$ cat src/hdl/pnz_pkg.sv
// ----------------------------------------------------------------------------
// pnz_pkg
// shared constants and types for the 2d gradient noise evaluator
// ----------------------------------------------------------------------------
package pnz_pkg;

    localparam int COORD_W = 32;
    localparam int ENTRY_W = 8;

    localparam logic MODE_LOAD = 1'b0;
    localparam logic MODE_EVAL = 1'b1;

    // advance strobes for the three fade pipeline registers
    typedef struct packed {
        logic s2;
        logic s3;
        logic s4;
    } t_fade_en;

endpackage

$ cat src/hdl/pnz_fade.sv
// ----------------------------------------------------------------------------
// pnz_fade
// fade curve 6t^5-15t^4+10t^3 over three multiplier stages
// ----------------------------------------------------------------------------
module pnz_fade #(
    parameter int FRAC_BITS = 16
) (
    input  logic                     i_clk,
    input  pnz_pkg::t_fade_en        i_en,
    input  logic [FRAC_BITS-1:0]     i_t,
    output logic signed [FRAC_BITS+5:0] o_fade
);

    localparam int WW = FRAC_BITS + 6;
    localparam int PW = 2 * WW;
    localparam logic signed [WW-1:0] C15 = WW'(15) <<< FRAC_BITS;
    localparam logic signed [WW-1:0] C10 = WW'(10) <<< FRAC_BITS;

    logic signed [WW-1:0] n_t;
    logic signed [WW-1:0] n_s1;
    logic signed [PW-1:0] n_ps;
    logic signed [PW-1:0] n_pc;
    logic signed [PW-1:0] n_p3;
    logic signed [PW-1:0] n_pf;

    logic signed [WW-1:0] r_t2;
    logic signed [WW-1:0] r_s2;
    logic signed [WW-1:0] r_c2;
    logic signed [WW-1:0] r_c3;
    logic signed [WW-1:0] r_s3;
    logic signed [WW-1:0] r_fade;

    always_comb begin
        n_t  = WW'(i_t);
        n_s1 = (n_t <<< 2) + (n_t <<< 1) - C15;
        n_ps = PW'(n_t) * PW'(n_s1);
        n_pc = PW'(n_t) * PW'(n_t);
        n_p3 = PW'(r_c2) * PW'(r_t2);
        n_pf = PW'(r_c3) * PW'(r_s3);
    end

    always_ff @(posedge i_clk) begin
        if (i_en.s2) begin
            r_t2 <= n_t;
            r_s2 <= n_ps[FRAC_BITS+WW-1:FRAC_BITS];
            r_c2 <= n_pc[FRAC_BITS+WW-1:FRAC_BITS];
        end
        if (i_en.s3) begin
            r_c3 <= n_p3[FRAC_BITS+WW-1:FRAC_BITS];
            r_s3 <= r_s2 + C10;
        end
        if (i_en.s4) begin
            r_fade <= n_pf[FRAC_BITS+WW-1:FRAC_BITS];
        end
    end

    assign o_fade = r_fade;

endmodule
$ cat config.mk
export PLATFORM = sky130hd
export DESIGN_NAME = pnz_fade
export DESIGN_NICKNAME = d
export VERILOG_FILES = /design/src/hdl/pnz_pkg.sv /design/src/hdl/pnz_fade.sv
export SDC_FILE = /design/constraint.sdc
export NUM_CORES = 2
export LEC_CHECK = 0
export ABC_AREA = 1
export ABC_CLOCK_PERIOD_IN_PS = 12000
export BUFFER_PORTS_ARGS = -buffer_cell sky130_fd_sc_hd__buf_2
export CAP_MARGIN = 25
export CORE_MARGIN = 4
export CORE_UTILIZATION = 45
export DETAILED_ROUTE_END_ITERATION = 8
export PLACE_DENSITY = 0.72
export SLEW_MARGIN = 20
export SYNTH_ARGS = -nofsm -noshare
export SYNTH_HDL_FRONTEND = slang
export SYNTH_SLANG_ARGS = --single-unit
$ cat constraint.sdc
create_clock -name i_clk -period 12 [get_ports i_clk]
set_clock_uncertainty 0.2 [all_clocks]
set_input_delay 1.8 -clock i_clk [delete_from_list [all_inputs] [get_ports i_clk]]
set_output_delay 1.8 -clock i_clk [all_outputs]
set_load 0.01 [all_outputs]
==> results.md <==
- Status: complete, no violations
- Drt first pass iters: 5
- Data arrival time of the worst path: 9.94 ns
- Final period utilization: 0.822
- Synth top area share: 0.421
- Slew margin rel.: 0.279
- Cell Area, Synth: about 45000 sq um
- RSZ-0062 raised after global routing: false
- Rows: between 100 and 150
- Total gr overflow: 0
- Top-count cell post-synth: inv_1
- Clock buffer depth: 2
- Tot GR Track Use: 0.231
- Clk sinks: between 100 and 150
- Syn avg cell area: roughly 8 sq um
- Area Growth Syn to Fin: 4.29%
- Initial antenna violation count: 0
- Worst setup path category: in2reg
- Die area: approximately 100000 sq um
- Num ports: 42
- Die Y: about 320 microns
- GR peak layer: met2
- Slew @ Worst Pin: around 1.1 ns
- Hold Buf Count CTS: 0
- Critical path's most frequent cell: nand2_1
- Drt drc: 0
- Root Buffer: clkbuf_16
- Post_cts resized: 0
- Fin crit period: ~9.9 ns
- Synthesized flop and latch total: 114
- Hold crit path type: reg2reg
- Total Routed Length: about 110 mm
- Post-route ant nets: 0
- Core area: a little under 100000 sq um
- Max_cap viols: 0
- H-Tree Depth: 4
- GR Util met2: 0.395
- Vias/cell: roughly 5.1
- Highest clock rate: a little over 0.1 GHz
- Sequential-to-total area share from yosys stat: 0.0768
- Met3 GRT Util: 0.0323
- Async S/R FF share, synth: 0
- Final hold vios: 0
- Port Buffer Count: just over 40
- Synth area leader: fa_1
- Synth top cells by count: inv_1, nand2_1, fa_1
- Starting Density: 0.454
- Vias in the first global route: between 30000 and 40000
- DR vias: approximately 34000
- Yosys warning total: 0
- Post-Syn Instances: around 5400
- Number of flops mapped to enable cells by yosys: approximately 110
- Iteration-0 DRC Markers: between 2000 and 2500
- CTS Buf Count: 17
- Crit path largest cell delay: roughly 0.54 ns
- Total negative slack: 0 ns
- Die Wd: 323 microns
- Syn_nets: 6910
- Clk slew on worst S/H paths: approximately 0.060 ns
- Setup bufs post-CTS: 0
- Primary FF master, synth: edfxtp_1
- Dominant cells by area after synthesis: fa_1, ha_1, inv_1, nand2_1, edfxtp_1
- Met1 GRT Util: 0.307
- TritonCTS clock tree: done
- Avg WL per Cell: 17.3 microns
- Netlist cell types: 50
- Fillcell total: 9438
- Worst-Skew Late Latency: 0.47 ns
- Fin nets: between 6000 and 7000
- Setup crit start kind: input pin
- Crit-path slowest cell: fa_1
- Crit path required time: 12.08 ns
- Max Slew Vio Count: 0
- Placer congestion estimate: a little under 1
- Hold Slack: about 0.22 ns
- Detail Placement HPWL: roughly 94 mm
- Final setup fails: 0
- CP Capture Type: flop
- Share of cells above drive strength 1: 0.0262
- First-pass GRT wire length: roughly 190 mm
- CP max FO: 16
- Largest net degree at the start of global routing: 55
## stage by stage
step	setup slack [ns]	std cells	utilization	area [sq um]
2_1_floorplan	3.16	5447	-	44600
3_3_place_gp	1.85	6603	0.466	45800
3_5_place_dp	1.83	6603	0.466	45800
4_1_cts	2.30	6635	0.472	46400
5_1_grt	1.70	6638	0.473	46500
6_report	2.13	6639	0.473	46500
## worst paths after layout
check	startpoint	to	slack [ns]	cells after the start
worst min-delay path	r_s2[0]$_DFFE_PP_	r_s3[0]$_DFFE_PP_	0.22	0
worst min register to register	r_s2[0]$_DFFE_PP_	r_s3[0]$_DFFE_PP_	0.22	0
worst max-delay path	i_t[4]	r_s2[6]$_DFFE_PP_	2.13	32
worst max register to register	r_c3[12]$_DFFE_PP_	o_fade[13]$_DFFE_PP_	4.88	22
## per-layer routing
metal,up-vias,share of wire
met5,-,0
met4,0,0.030
met3,227,0.072
met2,1313,0.48
met1,17000,0.42
li1,15600,-
## layout by cell type, fill, tap and decap left out, types with 4 or more instances in the layout
cell type / n
a211oi_1: 4
fa_1: 938
o21ai_1: 6
o21ai_0: 88
edfxtp_1: 114
o21a_1: 17
clkbuf_16: 17
xnor2_1: 26
a31oi_1: 16
ha_1: 505
inv_1: 1581
inv_6: 5
o211ai_1: 5
a21oi_1: 159
nand3_1: 83
or2_2: 25
nand2_1: 1219
nand4_1: 19
clkinv_1: 4
inv_2: 6
buf_2: 41
a21o_1: 17
o21bai_1: 11
buf_4: 23
nor2_1: 272
inv_8: 5
nor3_1: 32
xor2_1: 63
nor4_1: 8
## critical path, delay by kind of cell
| kind | cells | cell delay (ns) |
|---|---|---|
| AOI/OAI and AO/OA | 2 | 0.46 |
| xor gates and xnor gates | 1 | 0.22 |
| adders and majority gates | 9 | 4.00 |
| buffers and inverters | 7 | 1.34 |
| and+or+nand+nor | 13 | 2.11 |
## state kept, by name, indices dropped and copies added (netlist names)
| name | flops |
|---|---|
| r_s3 | 22 |
| r_t2 | 16 |
| r_c3 | 16 |
| o_fade | 22 |
| r_c2 | 16 |
| r_s2 | 22 |
## cells by family after synthesis
group / Yosys count / synth area share
buf+inv: 1786 / 0.151
simple gates: 1674 / 0.148
fa+ha+maj: 1443 / 0.563
compound gates: 339 / 0.0431
flops: 114 / 0.0768
xor+xnor: 91 / 0.0182
## area by class of cell
class	count	area (sq um)	area share
antenna	1	2.50	0.0000538
clock buffer	17	425	0.00915
timing repair buffer	67	435	0.00936
tap	1287	1610	0.0346
inverter	1591	5970	0.128
sequential	114	3420	0.0736
clock inverter	15	185	0.00398
multi-input combinational	3547	34400	0.741
Power is not shown: default switching activity piles up to over one toggle a cycle in this logic, so the estimate is an artifact.
