### src/hdl/pnz_pkg.sv
// ----------------------------------------------------------------------------
// pnz_pkg
// shared constants and types for the 2d gradient noise evaluator
// ----------------------------------------------------------------------------
package pnz_pkg;

    localparam int COORD_W = 32;
    localparam int ENTRY_W = 8;

    localparam logic MODE_LOAD = 1'b0;
    localparam logic MODE_EVAL = 1'b1;

    // advance strobes for the three fade pipeline registers
    typedef struct packed {
        logic s2;
        logic s3;
        logic s4;
    } t_fade_en;

endpackage

### src/hdl/pnz_ram.sv
// ----------------------------------------------------------------------------
// pnz_ram
// permutation table copy: one write port, two registered read ports
// ----------------------------------------------------------------------------
module pnz_ram #(
    parameter int DEPTH = 256,
    parameter int AW    = 8
) (
    input  logic                        i_clk,
    input  logic                        i_we,
    input  logic [AW-1:0]               i_waddr,
    input  logic [pnz_pkg::ENTRY_W-1:0] i_wdata,
    input  logic                        i_re,
    input  logic [AW-1:0]               i_raddr_a,
    input  logic [AW-1:0]               i_raddr_b,
    output logic [pnz_pkg::ENTRY_W-1:0] o_rdata_a,
    output logic [pnz_pkg::ENTRY_W-1:0] o_rdata_b
);

    logic [pnz_pkg::ENTRY_W-1:0] r_mem [DEPTH];

    always_ff @(posedge i_clk) begin
        if (i_we) begin
            r_mem[i_waddr] <= i_wdata;
        end
    end

    always_ff @(posedge i_clk) begin
        if (i_re) begin
            o_rdata_a <= r_mem[i_raddr_a];
            o_rdata_b <= r_mem[i_raddr_b];
        end
    end

endmodule

### config.mk
export PLATFORM = sky130hd
export DESIGN_NAME = pnz_ram
export DESIGN_NICKNAME = d
export VERILOG_FILES = /design/src/hdl/pnz_pkg.sv /design/src/hdl/pnz_ram.sv
export SDC_FILE = /design/constraint.sdc
export NUM_CORES = 2
export LEC_CHECK = 0
export ABC_CLOCK_PERIOD_IN_PS = 2700
export CAP_MARGIN = 30
export CELL_PAD_IN_SITES_DETAIL_PLACEMENT = 0
export CELL_PAD_IN_SITES_GLOBAL_PLACEMENT = 1
export CORE_AREA = 2 2 507 383
export CTS_CLUSTER_SIZE = 12
export DETAILED_ROUTE_END_ITERATION = 8
export DIE_AREA = 0 0 509 385
export DONT_BUFFER_PORTS = 1
export PLACE_DENSITY = 0.76
export SETUP_SLACK_MARGIN = 0.5
export SLEW_MARGIN = 20
export SYNTH_ARGS = -nofsm -noshare
export SYNTH_HDL_FRONTEND = slang
export SYNTH_SLANG_ARGS = --single-unit
### constraint.sdc
create_clock -name i_clk -period 2.7 [get_ports i_clk]
set_input_delay 0.54 -clock i_clk [delete_from_list [all_inputs] [get_ports i_clk]]
set_output_delay 0.54 -clock i_clk [all_outputs]
set_load 0.05 [all_outputs]
==> results_dict.tcl <==
set metrics [dict create \
    status "finished with violations" \
    violations "hold timing, slew limit, setup timing" \
    timing.final.crit_share_pct 117 \
    start_util_pct 50.9 \
    hold_violations 205 \
    slew_headroom_pct -15.7 \
    p_clk_share_pct 39.0 \
    cts_inserted_buffers 203 \
    cts.sinks 2064 \
    grt_usage_pct 31.1 \
    cts_tree "built" \
    whs_endpoint "r_mem[80][0]" \
    worstPathArrival_ns 3.82 \
    htree_num_levels 4 \
    seq_area_frac_synth_pct 63.8 \
    post_drt_via_cell_ratio 7.28 \
    finalHoldWorstSlack_ns -0.173 \
    synth_top_area_share_pct 63.8 \
    syn_area_mm2 0.0971 \
    pin_count 51 \
    switching_share_pct 22.4 \
    synth.area.top_cells "edfxtp_1 64%, mux4_2 24%, mux2i_1 2.4%" \
    worstReg2RegStart "r_mem[191][7]" \
    synth_warnings 0 \
    period_needed_ns 3.15 \
    antenna_found_initial 8 \
    gp_congestion 0.920 \
    wl_per_cell_um 40.0 \
    placed_cell_area_mm2 0.102 \
    reg2reg_to "o_rdata_a[7]" \
    hpwl_um 178000 \
    drt_pre_antenna_iters 6 \
    overflow 0 \
    avgSynthCellArea_um2 20.0 \
    synth_top_area_cell "edfxtp_1" \
    drc_errors 0 \
    syn_nets 4882 \
    synth.distinct_cells 64 \
    fin_skew_ns 0.0361 \
    die_area_mm2 0.196 \
    finalPower_w 0.0674 \
    drive_gt1_share_pct 39.6 \
    p_leak_nw 34.7 \
    final_nets 5256 \
    postLayoutCellArea_mm2 0.110 \
    io_buffers 0 \
    cts.path.max_buffers 3 \
    fillers 13800 \
    fmax_ghz 0.318 \
    fin_cells 7873 \
    min_path_type "in -> reg" \
    ir_worst_vdd_v 0.000691 \
    synth-async-reset-ratio_pct 0 \
    insertion_delay_ns 0.86 \
    drtAntennaViolNets 0 \
    critPathLaunchType "primary input" \
    cp-end-kind "flip-flop" \
    worstSetupPathType "in -> reg" \
    totalWireLength_um 315000 \
    pwr-share-comb_pct 8.2 \
    ys_ff_latch 2064 \
    mostFrequentLayoutCell "edfxtp_1" \
    die_w_um 509 \
    clk_pin_slew_worst_paths_ns 0.06 \
    max_slew.worst_pin.slew_ns 1.74 \
    ff2ff_setup_slack_ns 0.14 \
    grt_pass1_vias 54600 \
    synth-edff-count 2064 \
    hold_path_depth 0 \
    fp-row-count 139 \
    dr_total_vias 57300 \
    powerDensity_mw_per_mm2 611 \
    rsz0062_at_grt "yes" \
    setup_viol 8 \
    max_cap_viol_count 0 \
    p_sw_w 0.0151 \
    pwr-share-seq_pct 52.8 \
    areaGrowthSynthToFinish_pct 13.6 \
    final_cell_mix "2,064 x edfxtp_1, 1,051 x mux4_2, 479 x buf_4, 234 x mux2i_1, 225 x clkbuf_16" \
    setup_slack_ns -0.448 \
    dieHeight_um 385 \
    syn_inst 4847 \
    root_buffer "clkbuf_16" \
    grt_max_degree 555 \
    crit_required_ns 3.38 \
    grt_pass1_wl_um 425000 \
    p_int_w 0.0523 \
    rr_worst_depth 6 \
    synth_top_flop_cell "edfxtp_1" \
    crit_fanout 493 \
    dp.cells 7473 \
    core_area_mm2 0.191 \
    first_iter_violations 10300 \
    min_from "i_wdata[0]" \
    slew_violations 350 \
]
area by class of cell:
cell class                 instances  area [um2]  share of cell area, %
sequential                      2064       62000                   56.2
timing repair buffer             564        5310                   4.81
clock buffer                     261        5400                   4.90
antenna                            1        2.50                0.00227
multi-input combinational       2382       34000                   30.8
clock inverter                    57         438                  0.397
inverter                           6        26.3                 0.0238
tap                             2538        3180                   2.88
power by group through the flow:
stage	sequential (W)	combinational (W)	clock [W]
floorplan	0.0362	0.00361	0
global placement	0.0362	0.00417	0
detailed placement	0.0363	0.00418	0
CTS	0.0356	0.00435	0.0265
global route	0.0356	0.00558	0.0277
finish	0.0356	0.00551	0.0263
cell families (layout without fill, tap and decap cells):
kind of cell | after synthesis | count (layout) | share of synthesized area [%]
flops | 2064 | 2064 | 63.8
mux | 1325 | 1325 | 27.2
simple gates | 591 | 591 | 2.69
compound gates | 466 | 466 | 3.53
buf+inv | 401 | 888 | 2.73
other cells | 0 | 1 | 0
synth_stat cells, types with 5 or more instances:
cell type  instances
buf_1             25
nor2b_1           27
nand2_1          114
buf_2            104
buf_6             44
and2_1            12
nand3b_1           6
and3b_1            5
o21bai_1           5
a221oi_1          32
a211oi_1          28
o221ai_1          65
buf_12             8
o22ai_1           48
or2_2              6
a2bb2oi_1          9
a221o_1           10
mux2i_1          236
and3_1             5
buf_8             35
a21oi_1           79
nor3_1            21
nand4_1           13
a22o_1            22
clkbuf_1         137
a211o_1            6
o211ai_1          13
nor4_1             7
o21ai_0           34
nand2b_1          11
nand3_1           52
a22oi_1           62
mux2_2            38
buf_4             42
o31ai_1           11
nor2_1           298
nor3b_1            7
mux4_2          1051
edfxtp_1        2064
a221oi_2           5
state kept, by name, indices dropped and copies added, names as in the netlist:
name / cells
r_mem: 2048
o_rdata_b: 8
o_rdata_a: 8
worst max-delay path: stages:
cell	delay, ns
nand2b_2	0.71
buf_12	0.21
buf_4	0.19
o221ai_1	0.32
o22ai_1	0.16
o31ai_2	0.53
a211oi_2	0.15
nor4_4	0.26
stage by stage:
stage / setup TNS [ns] / utilization (%) / setup WS, ns
floorplan: 0 / - / 0.106
global placement: -8.81 / 53.6 / -1.19
detailed placement: -10.82 / 53.6 / -1.37
CTS: 0 / 57.0 / 0.186
global route: -1.51 / 57.8 / -0.250
finish: -2.73 / 57.8 / -0.448
timing repair:
item	in CTS	in global routing
cloned	0	25
hold buffers	3	18
setup endpoints to repair	29	27
pin swaps	29	36
resized for setup	90	72
setup buffers	5	20
hold endpoints to repair	1534	659
how the worst max path moves through the flow:
stage | start | end | slack, ns | cells after the start
6_report | i_raddr_a[1] | o_rdata_a[4] | -0.45 | 8
3_5_place_dp | i_raddr_a[0] | o_rdata_a[5] | -1.37 | 6
2_1_floorplan | i_raddr_b[0] | o_rdata_b[7] | 0.11 | 8
4_1_cts | r_mem[191][7] | o_rdata_a[7] | 0.19 | 6
5_1_grt | i_raddr_a[0] | o_rdata_a[4] | -0.25 | 8
3_3_place_gp | i_raddr_a[0] | o_rdata_a[5] | -1.19 | 6
metal layers:
metal | vias to the layer above | track usage, % | wire, um
met2 | 4443 | 44.5 | 137000
met3 | 608 | 9.54 | 48300
met5 | - | 0 | 40
li1 | 21800 | - | -
met4 | 6 | 9.46 | 11500
met1 | 30500 | 46.2 | 119000
No activity file was read; power rests on OpenSTA's default activity.
